## config.mk

```make
export PLATFORM = sky130hd
export DESIGN_NAME = small_integer_alu_core
export DESIGN_NICKNAME = d
export VERILOG_FILES = /design/src/design/sia_pkg.sv /design/src/design/sia_front.sv /design/src/design/sia_back.sv /design/src/design/small_integer_alu_core.sv
export SDC_FILE = /design/constraint.sdc
export NUM_CORES = 2
export LEC_CHECK = 0
export BUFFER_PORTS_ARGS = -buffer_cell sky130_fd_sc_hd__buf_2
export CORE_UTILIZATION = 25
export DETAILED_ROUTE_END_ITERATION = 10
export PLACE_DENSITY = 0.46
export SETUP_SLACK_MARGIN = 0.1
export SKIP_CTS_REPAIR_TIMING = 1
export SLEW_MARGIN = 40
export SYNTH_ARGS = -nofsm -noshare
export SYNTH_HDL_FRONTEND = slang
export SYNTH_HIERARCHICAL = 1
export SYNTH_SLANG_ARGS = --single-unit
```

## constraint.sdc

```tcl
create_clock -name i_clk -period 135.7 [get_ports i_clk]
set_clock_uncertainty 0.1 [all_clocks]
set_input_delay 6.785 -clock i_clk [delete_from_list [all_inputs] [get_ports i_clk]]
set_output_delay 6.785 -clock i_clk [all_outputs]
set_load 0.01 [all_outputs]
```

## src/design/sia_pkg.sv

```systemverilog
`timescale 1ns / 1ps
`default_nettype none
package sia_pkg;

    localparam int INT_BITS  = 15;
    localparam int MODE_BITS = 5;
    localparam int FAIL_BITS = 3;

    typedef enum logic [MODE_BITS-1:0] {
        MODE_ADD    = 5'd0,
        MODE_SUB    = 5'd1,
        MODE_LT     = 5'd2,
        MODE_GT     = 5'd3,
        MODE_LE     = 5'd4,
        MODE_GE     = 5'd5,
        MODE_EQ     = 5'd6,
        MODE_NE     = 5'd7,
        MODE_MUL    = 5'd8,
        MODE_DIVIDE = 5'd9,
        MODE_MOD    = 5'd10,
        MODE_DIV    = 5'd11,
        MODE_QUO    = 5'd12,
        MODE_AND    = 5'd13,
        MODE_OR     = 5'd14,
        MODE_XOR    = 5'd15,
        MODE_SHIFT  = 5'd16
    } t_mode;

    typedef enum logic [FAIL_BITS-1:0] {
        FAIL_OK      = 3'd0,
        FAIL_RANGE   = 3'd1,
        FAIL_ZERO    = 3'd2,
        FAIL_INEXACT = 3'd3,
        FAIL_MODE    = 3'd4
    } t_fail;

    // Operation class decided by the front end.
    typedef enum logic [2:0] {
        CLS_BAD,
        CLS_ARITH,
        CLS_CMP,
        CLS_MUL,
        CLS_DIV,
        CLS_LOGIC,
        CLS_SHIFT
    } t_class;

    typedef struct packed {
        logic [MODE_BITS-1:0]       mode;
        logic signed [INT_BITS-1:0] receiver;
        logic signed [INT_BITS-1:0] argument;
    } t_in;

    typedef struct packed {
        logic signed [INT_BITS-1:0] int_value;
        logic                       is_boolean;
        logic                       truth;
        logic [FAIL_BITS-1:0]       fail_code;
    } t_out;

endpackage
`default_nettype wire

```

## src/design/sia_front.sv

```systemverilog
`timescale 1ns / 1ps
`default_nettype none
module sia_front
    import sia_pkg::*;
(
    input  wire  logic                       i_clk,
    input  wire  logic                       i_rst_n,
    input  wire  logic                       i_valid,
    output logic                             o_ready,
    input  wire  logic [MODE_BITS-1:0]       i_mode,
    input  wire  logic signed [INT_BITS-1:0] i_a,
    input  wire  logic signed [INT_BITS-1:0] i_b,
    output logic                             o_valid,
    input  wire  logic                       i_ready,
    output t_class                           o_cls,
    output logic [MODE_BITS-1:0]             o_mode,
    output logic signed [INT_BITS-1:0]       o_a,
    output logic signed [INT_BITS-1:0]       o_b
);
    // Two-entry queue between the decode and execute sides.
    typedef struct packed {
        t_class                     cls;
        logic [MODE_BITS-1:0]       mode;
        logic signed [INT_BITS-1:0] a;
        logic signed [INT_BITS-1:0] b;
    } t_qent;

    t_qent         r_q [2];
    t_qent         head;
    logic          r_wp, r_rp;
    logic [1:0]    r_cnt;
    t_class        cls;
    logic          push, pop;

    always_comb begin
        priority if (i_mode > MODE_BITS'(MODE_SHIFT)) cls = CLS_BAD;
        else if (i_mode == MODE_BITS'(MODE_ADD) || i_mode == MODE_BITS'(MODE_SUB))
            cls = CLS_ARITH;
        else if (i_mode <= MODE_BITS'(MODE_NE)) cls = CLS_CMP;
        else if (i_mode == MODE_BITS'(MODE_MUL)) cls = CLS_MUL;
        else if (i_mode <= MODE_BITS'(MODE_QUO)) cls = CLS_DIV;
        else if (i_mode <= MODE_BITS'(MODE_XOR)) cls = CLS_LOGIC;
        else cls = CLS_SHIFT;
    end

    assign o_ready = (r_cnt != 2'd2);
    assign push    = i_valid && o_ready;
    assign o_valid = (r_cnt != 2'd0);
    assign pop     = o_valid && i_ready;
    assign head    = r_q[r_rp];
    assign o_cls   = head.cls;
    assign o_mode  = head.mode;
    assign o_a     = head.a;
    assign o_b     = head.b;

    always_ff @(posedge i_clk) begin
        if (push) begin
            r_q[r_wp] <= '{cls: cls, mode: i_mode, a: i_a, b: i_b};
        end
        if (!i_rst_n) begin
            r_wp  <= 1'b0;
            r_rp  <= 1'b0;
            r_cnt <= 2'd0;
        end else begin
            if (push) r_wp <= ~r_wp;
            if (pop) r_rp <= ~r_rp;
            r_cnt <= r_cnt + 2'(push) - 2'(pop);
        end
    end
endmodule
`default_nettype wire

```

## src/design/sia_back.sv

```systemverilog
`timescale 1ns / 1ps
`default_nettype none
module sia_back
    import sia_pkg::*;
(
    input  wire  logic                       i_clk,
    input  wire  logic                       i_rst_n,
    input  wire  logic                       i_valid,
    output logic                             o_ready,
    input  wire  t_class                     i_cls,
    input  wire  logic [MODE_BITS-1:0]       i_mode,
    input  wire  logic signed [INT_BITS-1:0] i_a,
    input  wire  logic signed [INT_BITS-1:0] i_b,
    output logic                             o_valid,
    input  wire  logic                       i_ready,
    output logic signed [INT_BITS-1:0]       o_value,
    output logic                             o_isb,
    output logic                             o_truth,
    output logic [FAIL_BITS-1:0]             o_fail
);
    localparam int N  = INT_BITS;
    localparam int W  = N + 1;          // magnitude width, holds 2^(N-1)
    localparam int SB = $clog2(N + 1);
    localparam int NS = N + 2;          // stages: decode + N divider steps + finish

    typedef struct packed {
        logic                 v;
        t_class               cls;
        logic [MODE_BITS-1:0] mode;
        logic signed [N-1:0]  a;
        logic signed [N-1:0]  b;
        logic [W-1:0]         rem;      // partial remainder (|a| domain)
        logic [W-1:0]         quo;      // quotient bits / dividend shift
        logic [W-1:0]         dvs;      // |b|
        logic signed [N+1:0]  res;      // result of non-divide ops
        logic [FAIL_BITS-1:0] fail;
        logic                 isb;
        logic                 truth;
    } t_stage;

    t_stage r_s [NS];
    t_stage s0;
    logic   adv;

    // Output register plus pipeline: stall the whole line when the output is blocked.
    assign adv     = !o_valid || i_ready;
    assign o_ready = adv;

    // Decode stage: every op but the divide family is computed here; the finish stage range-checks results.
    logic signed [2*N-1:0] prod;
    logic signed [N:0]     sa, sb2;
    logic [N-1:0]          mag_a;
    logic [SB-1:0]         sh;
    logic signed [N:0]     big;
    logic                  lt;
    always_comb begin
        s0       = '0;
        s0.v     = i_valid;
        s0.cls   = i_cls;
        s0.mode  = i_mode;
        s0.a     = i_a;
        s0.b     = i_b;
        // Dividend sits one bit up so N steps consume all N magnitude bits.
        mag_a    = i_a[N-1] ? N'(-i_a) : N'(i_a);
        s0.quo   = {mag_a, 1'b0};
        s0.dvs   = i_b[N-1] ? W'(-{i_b[N-1], i_b}) : W'(i_b);
        s0.fail  = FAIL_OK;
        sa       = {i_a[N-1], i_a};
        sb2      = {i_b[N-1], i_b};
        prod     = i_a * i_b;
        lt       = i_a < i_b;
        sh       = '0;
        big      = '0;
        unique case (i_cls)
            CLS_BAD: s0.fail = FAIL_MODE;
            CLS_ARITH: begin
                s0.res = (i_mode == MODE_BITS'(MODE_ADD)) ? (N+2)'(sa + sb2)
                                                         : (N+2)'(sa - sb2);
            end
            CLS_CMP: begin
                s0.isb = 1'b1;
                unique case (i_mode)
                    MODE_BITS'(MODE_LT): s0.truth = lt;
                    MODE_BITS'(MODE_GT): s0.truth = !lt && (i_a != i_b);
                    MODE_BITS'(MODE_LE): s0.truth = lt || (i_a == i_b);
                    MODE_BITS'(MODE_GE): s0.truth = !lt;
                    MODE_BITS'(MODE_EQ): s0.truth = (i_a == i_b);
                    default:             s0.truth = (i_a != i_b);
                endcase
            end
            CLS_MUL: begin
                // Fits only if the upper bits are all sign copies.
                if (prod[2*N-1:N-1] != '0 && prod[2*N-1:N-1] != '1) s0.fail = FAIL_RANGE;
                else s0.res = (N+2)'(signed'(prod[N-1:0]));
            end
            CLS_DIV: begin
                if (i_b == '0) s0.fail = FAIL_ZERO;
            end
            CLS_LOGIC: begin
                unique case (i_mode)
                    MODE_BITS'(MODE_AND): s0.res = (N+2)'(i_a & i_b);
                    MODE_BITS'(MODE_OR):  s0.res = (N+2)'(i_a | i_b);
                    default:              s0.res = (N+2)'(i_a ^ i_b);
                endcase
            end
            default: begin // shift
                if (!i_b[N-1]) begin
                    if (i_a == '0) s0.res = '0;
                    else if (i_b >= N) s0.fail = FAIL_RANGE;
                    else begin
                        sh  = SB'(i_b);
                        big = sa <<< sh;
                        if ((big >>> sh) != sa || big[N] != big[N-1]) s0.fail = FAIL_RANGE;
                        else s0.res = (N+2)'(big);
                    end
                end else begin
                    if (sb2 <= -(N+1)'(N)) s0.res = i_a[N-1] ? '1 : '0;
                    else begin
                        sh     = SB'(-sb2);
                        s0.res = (N+2)'(sa >>> sh);
                    end
                end
            end
        endcase
    end

    // Divider steps: one restoring step per stage, MSB of |a| first.
    t_stage n_s [N+1];
    always_comb begin
        logic [W:0] trial;
        n_s[0] = s0;
        for (int k = 1; k < N + 1; k++) begin
            n_s[k] = r_s[k-1];
            trial  = {r_s[k-1].rem, r_s[k-1].quo[W-1]};
            n_s[k].quo = {r_s[k-1].quo[W-2:0], 1'b0};
            if (trial >= {1'b0, r_s[k-1].dvs}) begin
                n_s[k].rem    = W'(trial - {1'b0, r_s[k-1].dvs});
                n_s[k].quo[0] = 1'b1;
            end else begin
                n_s[k].rem = W'(trial);
            end
        end
    end

    // Finish: sign-correct quotient and remainder, apply floor rules, range-check and clear failed results.
    t_stage f;
    logic signed [N+1:0] q, r;
    logic                differ;
    always_comb begin
        f      = r_s[N];
        q      = (f.a[N-1] ^ f.b[N-1]) ? -(N+2)'(f.quo) : (N+2)'(f.quo);
        r      = f.a[N-1] ? -(N+2)'(f.rem) : (N+2)'(f.rem);
        differ = (f.rem != '0) && (f.a[N-1] != f.b[N-1]);
        if (f.cls == CLS_DIV && f.fail == FAIL_OK) begin
            unique case (f.mode)
                MODE_BITS'(MODE_DIVIDE): begin
                    f.res = q;
                    if (f.rem != '0) f.fail = FAIL_INEXACT;
                end
                MODE_BITS'(MODE_MOD): f.res = differ ? r + (N+2)'(f.b) : r;
                MODE_BITS'(MODE_DIV): f.res = differ ? q - (N+2)'(1) : q;
                default:              f.res = q;
            endcase
        end
        if (f.fail == FAIL_OK && !f.isb &&
            (f.res > (N+2)'((1 <<< (N-1)) - 1) || f.res < -(N+2)'(1 <<< (N-1))))
            f.fail = FAIL_RANGE;
        if (f.fail != FAIL_OK) begin
            f.res   = '0;
            f.isb   = 1'b0;
            f.truth = 1'b0;
        end
    end

    always_ff @(posedge i_clk) begin
        if (!i_rst_n) begin
            for (int k = 0; k < NS; k++) r_s[k].v <= 1'b0;
        end else if (adv) begin
            for (int k = 0; k < N + 1; k++) r_s[k] <= n_s[k];
            r_s[N+1] <= f;
        end
    end

    assign o_valid = r_s[N+1].v;
    assign o_value = N'(r_s[N+1].res);
    assign o_isb   = r_s[N+1].isb;
    assign o_truth = r_s[N+1].truth;
    assign o_fail  = r_s[N+1].fail;
endmodule
`default_nettype wire

```

## src/design/small_integer_alu_core.sv

```systemverilog
`timescale 1ns / 1ps
`default_nettype none
// Channel | Direction | Handshake              | Beat
// in      | input     | i_in_valid/o_in_ready  | t_in  {mode, receiver, argument}
// out     | output    | o_out_valid/i_out_ready| t_out {int_value, is_boolean, truth, fail_code}
//
// One beat per cycle sustained while the output is not stalled. From input accept
// to output, a beat passes through the queue, the decode stage, INT_BITS
// restoring divider steps, then a finish stage that also serves as the output
// register.
// i_rst_n is synchronous, active low, and empties the queue and the pipeline.
// A stalled output freezes the execute pipeline; the two-entry queue then
// fills and drops o_in_ready.
module small_integer_alu_core
    import sia_pkg::*;
(
    input  wire logic i_clk,
    input  wire logic i_rst_n,
    input  wire logic i_in_valid,
    output logic      o_in_ready,
    input  wire t_in  i_in,
    output logic      o_out_valid,
    input  wire logic i_out_ready,
    output t_out      o_out
);
    t_in  in_beat;
    t_out out_beat;
    assign in_beat = i_in;
    assign o_out   = out_beat;

    logic                       q_valid, q_ready;
    t_class                     q_cls;
    logic [MODE_BITS-1:0]       q_mode;
    logic signed [INT_BITS-1:0] q_a, q_b;

    // Front: classify and queue.
    sia_front u_front (
        .i_clk   (i_clk),
        .i_rst_n (i_rst_n),
        .i_valid (i_in_valid),
        .o_ready (o_in_ready),
        .i_mode  (in_beat.mode),
        .i_a     (in_beat.receiver),
        .i_b     (in_beat.argument),
        .o_valid (q_valid),
        .i_ready (q_ready),
        .o_cls   (q_cls),
        .o_mode  (q_mode),
        .o_a     (q_a),
        .o_b     (q_b)
    );

    // Back: execute, divide over a step pipeline, hold the result.
    sia_back u_back (
        .i_clk   (i_clk),
        .i_rst_n (i_rst_n),
        .i_valid (q_valid),
        .o_ready (q_ready),
        .i_cls   (q_cls),
        .i_mode  (q_mode),
        .i_a     (q_a),
        .i_b     (q_b),
        .o_valid (o_out_valid),
        .i_ready (i_out_ready),
        .o_value (out_beat.int_value),
        .o_isb   (out_beat.is_boolean),
        .o_truth (out_beat.truth),
        .o_fail  (out_beat.fail_code)
    );
endmodule
`default_nettype wire

```

Word level (Yosys, flattened, before mapping) --
Memory sizes are Yosys's and may differ from the RTL's. A register that Yosys moved wholly into a read port is not among the register bits. Index checks and enable logic that the tools add are counted.
Storage, ports and cells: register bits after elaboration 4, memory bits (writable) 1929, input bits 39, word-level logic and storage cells 229, memories 2
Memory list:
- u_back.r_s | words 17, width 109, read ports 17, clocked after memory_dff 0, wr ports 17, RTL line sia_back.sv:41 | t_stage r_s [NS];
- u_front.r_q | words 2, width 38, read ports 1, clocked after memory_dff 1, wr ports 1, RTL line sia_front.sv:28 | t_qent r_q [2];
Cells by class: $add $sub $neg 26, $mul 1, magnitude comparators 24, equality and inequality tests 25, shift-type cells 3, mux-type cells 93, bitwise operators 23, reductions and logical operators 29
Operators by type and width (number):
- two-way mux 16 bit | 16
- >= comparator 17 x 16 -> 1 bit | 15
- subtractor 16 bit | 15
- two-way mux 17 bit | 13
- case mux 17 bit (2 select lines) | 2
- case mux 17 bit (4 select lines) | 1
- two-way mux 1 bit | 42
- negation 16 -> 17 bit | 2
- two-way mux 3 bit | 11
- nonzero test 16 bit | 2
- == test 5 x 4 -> 1 bit (second input constant) | 6
- zero test 15 bit | 2
- multiplier 15 x 15 -> 30 bit | 1
- two-way mux 20 bit | 1
- adder 17 x 15 -> 17 bit | 1
- > comparator 17 x 15 -> 1 bit (second input constant) | 1
- < comparator 17 x 15 -> 1 bit (second input constant) | 1
- bitwise OR 1 bit | 17
- >>> shifter 15 x 4 -> 17 bit | 1
- subtractor 17 x 2 -> 17 bit (second input constant) | 1
- adder 15 x 15 -> 16 bit | 1
- inequality test 16 x 15 -> 1 bit | 1
- inequality test 16 bit (second input constant) | 1
- negation 16 bit | 1
- other kinds (40) | 69

Logic depth before layout (Yosys ltp) --
An unclocked memory read counts as a cell.
word-level depth 13, depth in mapped cells 35, mapped depth without buffers 27

Modules after synthesis --
The synthesis kept the hierarchy.
Modules (own cells, without submodules):
- sia_back | instances 1, cells each 7461, area an instance 83390.0 um^2, sequential area each 43902.1 um^2
- sia_front | instances 1, cells each 155, area an instance 3133.0 um^2, sequential area each 2382.3 um^2

Worst setup path before layout --
Ideal clock, no wire load.
path type input to register, from input i_out_ready, to memory u_back/r_s[0][14] (netlist bit), data pin, arrival 49.758 ns, data required time 135.263 ns, setup slack 85.505 ns, cell stages on the path 7, buffers on the path 3, path through nand2b_1 > clkbuf_1 > nand2_1 > inv_1 > clkbuf_1 > clkbuf_1 > o211a_1
RTL lines:
- from (decl) | RTL line small_integer_alu_core.sv:23 | input wire logic i_out_ready,
- to (decl) | RTL line sia_back.sv:41

==> flow_summary.ini <==
[clock_network]
clk_transition_reported_paths_ps = 60
cts_tree = done
clkLatencyLatePin_ps = 830
cts_root_buffer = clkbuf_16
cts_sinks = 1543
h-tree-depth = 4
ctsLongestPathBuffers = 4
cts_buffers = 173

[detailed_routing]
drc = 0
firstDrtPassIters = 5
wl_um = 207000
vias_per_cell = 4.63
vias = 56100
drtIter0Drc = 3839
postRouteAntennaNets = 0
avgRoutedWirePerCell_um = 17.1

[worst_setup_path]
worst_setup_path_start_kind = primary input
crit_family = buffers and inverters
critPathSlowestCell = buf_4
cp_cell_sequence = buf_2 > nand2b_4 > nand2_4 > buf_4 > buf_4 > buf_6 > buf_12 > buf_16 > buf_6 > nor2_1
end_kind = register
required_ps = 136140
critPathMaxFanout = 132
crit_path_max_incr_delay_ps = 670
cp_num_buf_inv = 7
criticalPathCategory = in -> reg
arrival_ps = 10880

[global_route]
grt_pass1_vias = 57200
grt_max_degree = 271
grt_pass1_wl_um = 328000
track_usage_pct = 11.6
grt_overflow = 0
antenna_found_initial = 0

[synthesis]
synthFlopType = edfxtp_1
syn_inst = 7616
avgSynthCellArea_um2 = 11.4
yosysWarnings = 6
synth-edff-count = 1538
ys_ff_latch = 1543
ys_seq_area_share_pct = 53.5
synthDistinctLibCells = 96
syn_area_um2 = 86500
synthArstFlopShare_pct = 0
synth_fp_nets = 8274

[outcome]
outcome = completed

[floorplanning]
die_w_um = 590
die_y_um = 590
core_area_um2 = 344000
design.die.area_um2 = 348000
fp-row-count = 215
io_pins = 61
start_util_pct = 25.2

[sta]
relSlewSlack_pct = 44.0
fin_crit_sh_pct = 7.69
finalSetupViolCount = 0
timing.hold.ws_ps = 393
fin_tns_setup_ps = 0
hold_viol = 0
maxSlewViolCount = 0
timing.fmax_mhz = 95.8
fin_crit_ps = 10440
rsz0062_at_grt = no
worstMarginPinSlew_ps = 829

[cells_and_area]
final_cell_mix = edfxtp_1, and3_1, nor2_1
fin_nets = 8106
syn_to_final_growth_pct = 11.8
drive_gt1_share_pct = 6.61
filler_cell_count = 35400
layout_commonest_cell = edfxtp_1
final_util_pct = 28.1

[worst_hold_path]
hold_class = reg -> reg

[flow_run]
maxCapViolCount = 0

[placement]
numPortBuffers = 60
dp_hpwl_um = 140000
gp_congestion = 0.892
-- worst register-to-register path, delay by kind of cell (launching register included) --
| kind | cells | cell delay (ps) |
|---|---|---|
| adders and majority gates | 7 | 3640 |
| muxes | 1 | 480 |
| buffers and inverters | 8 | 2070 |
| xor gates and xnor gates | 1 | 170 |
| AOI/OAI and AO/OA | 7 | 2480 |
| DFF | 1 | 310 |
| and+or+nand+nor | 4 | 730 |
-- per-layer routing --
metal,GRT usage [%],wire length (um),vias up
li1,-,-,27200
met5,0,0,-
met1,15.0,92900,27300
met3,1.86,9240,412
met2,19.6,97900,1221
met4,3.97,7290,0
-- through the flow --
stage / cell area, um2 / cells / setup WS [ps]
2_1_floorplan: 86500 / 7616 / 85500
3_3_place_gp: 91300 / 11800 / 123910
3_5_place_dp: 91500 / 11800 / 124480
4_1_cts: 96600 / 12100 / 125400
5_1_grt: 96800 / 12100 / 124990
6_report: 96800 / 12100 / 125260
-- area by class of cell --
class | count | area (um2) | share of cell area, %
timing repair buffer | 151 | 1270 | 1.32
tap | 4557 | 5700 | 5.89
inverter | 620 | 2340 | 2.42
antenna | 1 | 2.50 | 0.00259
multi-input combinational | 4959 | 36100 | 37.3
sequential | 1543 | 46300 | 47.8
clock buffer | 221 | 4550 | 4.70
clock inverter | 74 | 492 | 0.508
-- final timing paths --
| kind | startpoint | slack, ps | endpoint | cells past startpoint |
|---|---|---|---|---|
| max | i_out_ready | 125260 | u_back/r_s[0][1481] | 10 |
| min | u_back/r_s[0][442] | 390 | u_back/r_s[0][551] | 1 |
| min reg2reg | u_back/r_s[0][442] | 390 | u_back/r_s[0][551] | 1 |
| max reg2reg | register | 125530 | u_back/r_s[0][13] | 28 |
-- sequential cells by signal (all words and copies together), names as in the netlist, named ones only --
name	count
u_front/r_wp	1
u_front/r_rp	1
u_back/r_s	1462
u_front/r_q	76
u_front/r_cnt	2
-- kinds of logic after synthesis --
logic type / count (synthesis) / share of synthesized area (%)
compound gates: 1073 / 8.33
xor+xnor: 245 / 2.48
fa+ha+maj: 620 / 11.0
buf+inv: 1114 / 5.01
flops: 1543 / 53.5
mux: 240 / 3.23
other cells: 1 / 0.00433
simple gates: 2780 / 16.4
-- Yosys cell counts (62+ instances only) --
master	n	area, um2
nor2b_1	65	407
nor2_1	825	3100
nor3_1	110	551
fa_1	239	4780
o21ai_0	215	1080
a21o_1	85	638
nand2b_1	66	413
ha_1	380	4750
xnor2_1	196	1720
and3_1	968	6060
a211oi_1	62	465
mux2i_1	171	1710
edfxtp_1	1538	46200
clkbuf_1	417	1570
inv_1	611	2290
a21oi_1	283	1420
nand2_1	389	1460
nand3_1	111	556
Power is not shown: default switching activity piles up to over one toggle a cycle in this logic, so the estimate is an artifact.
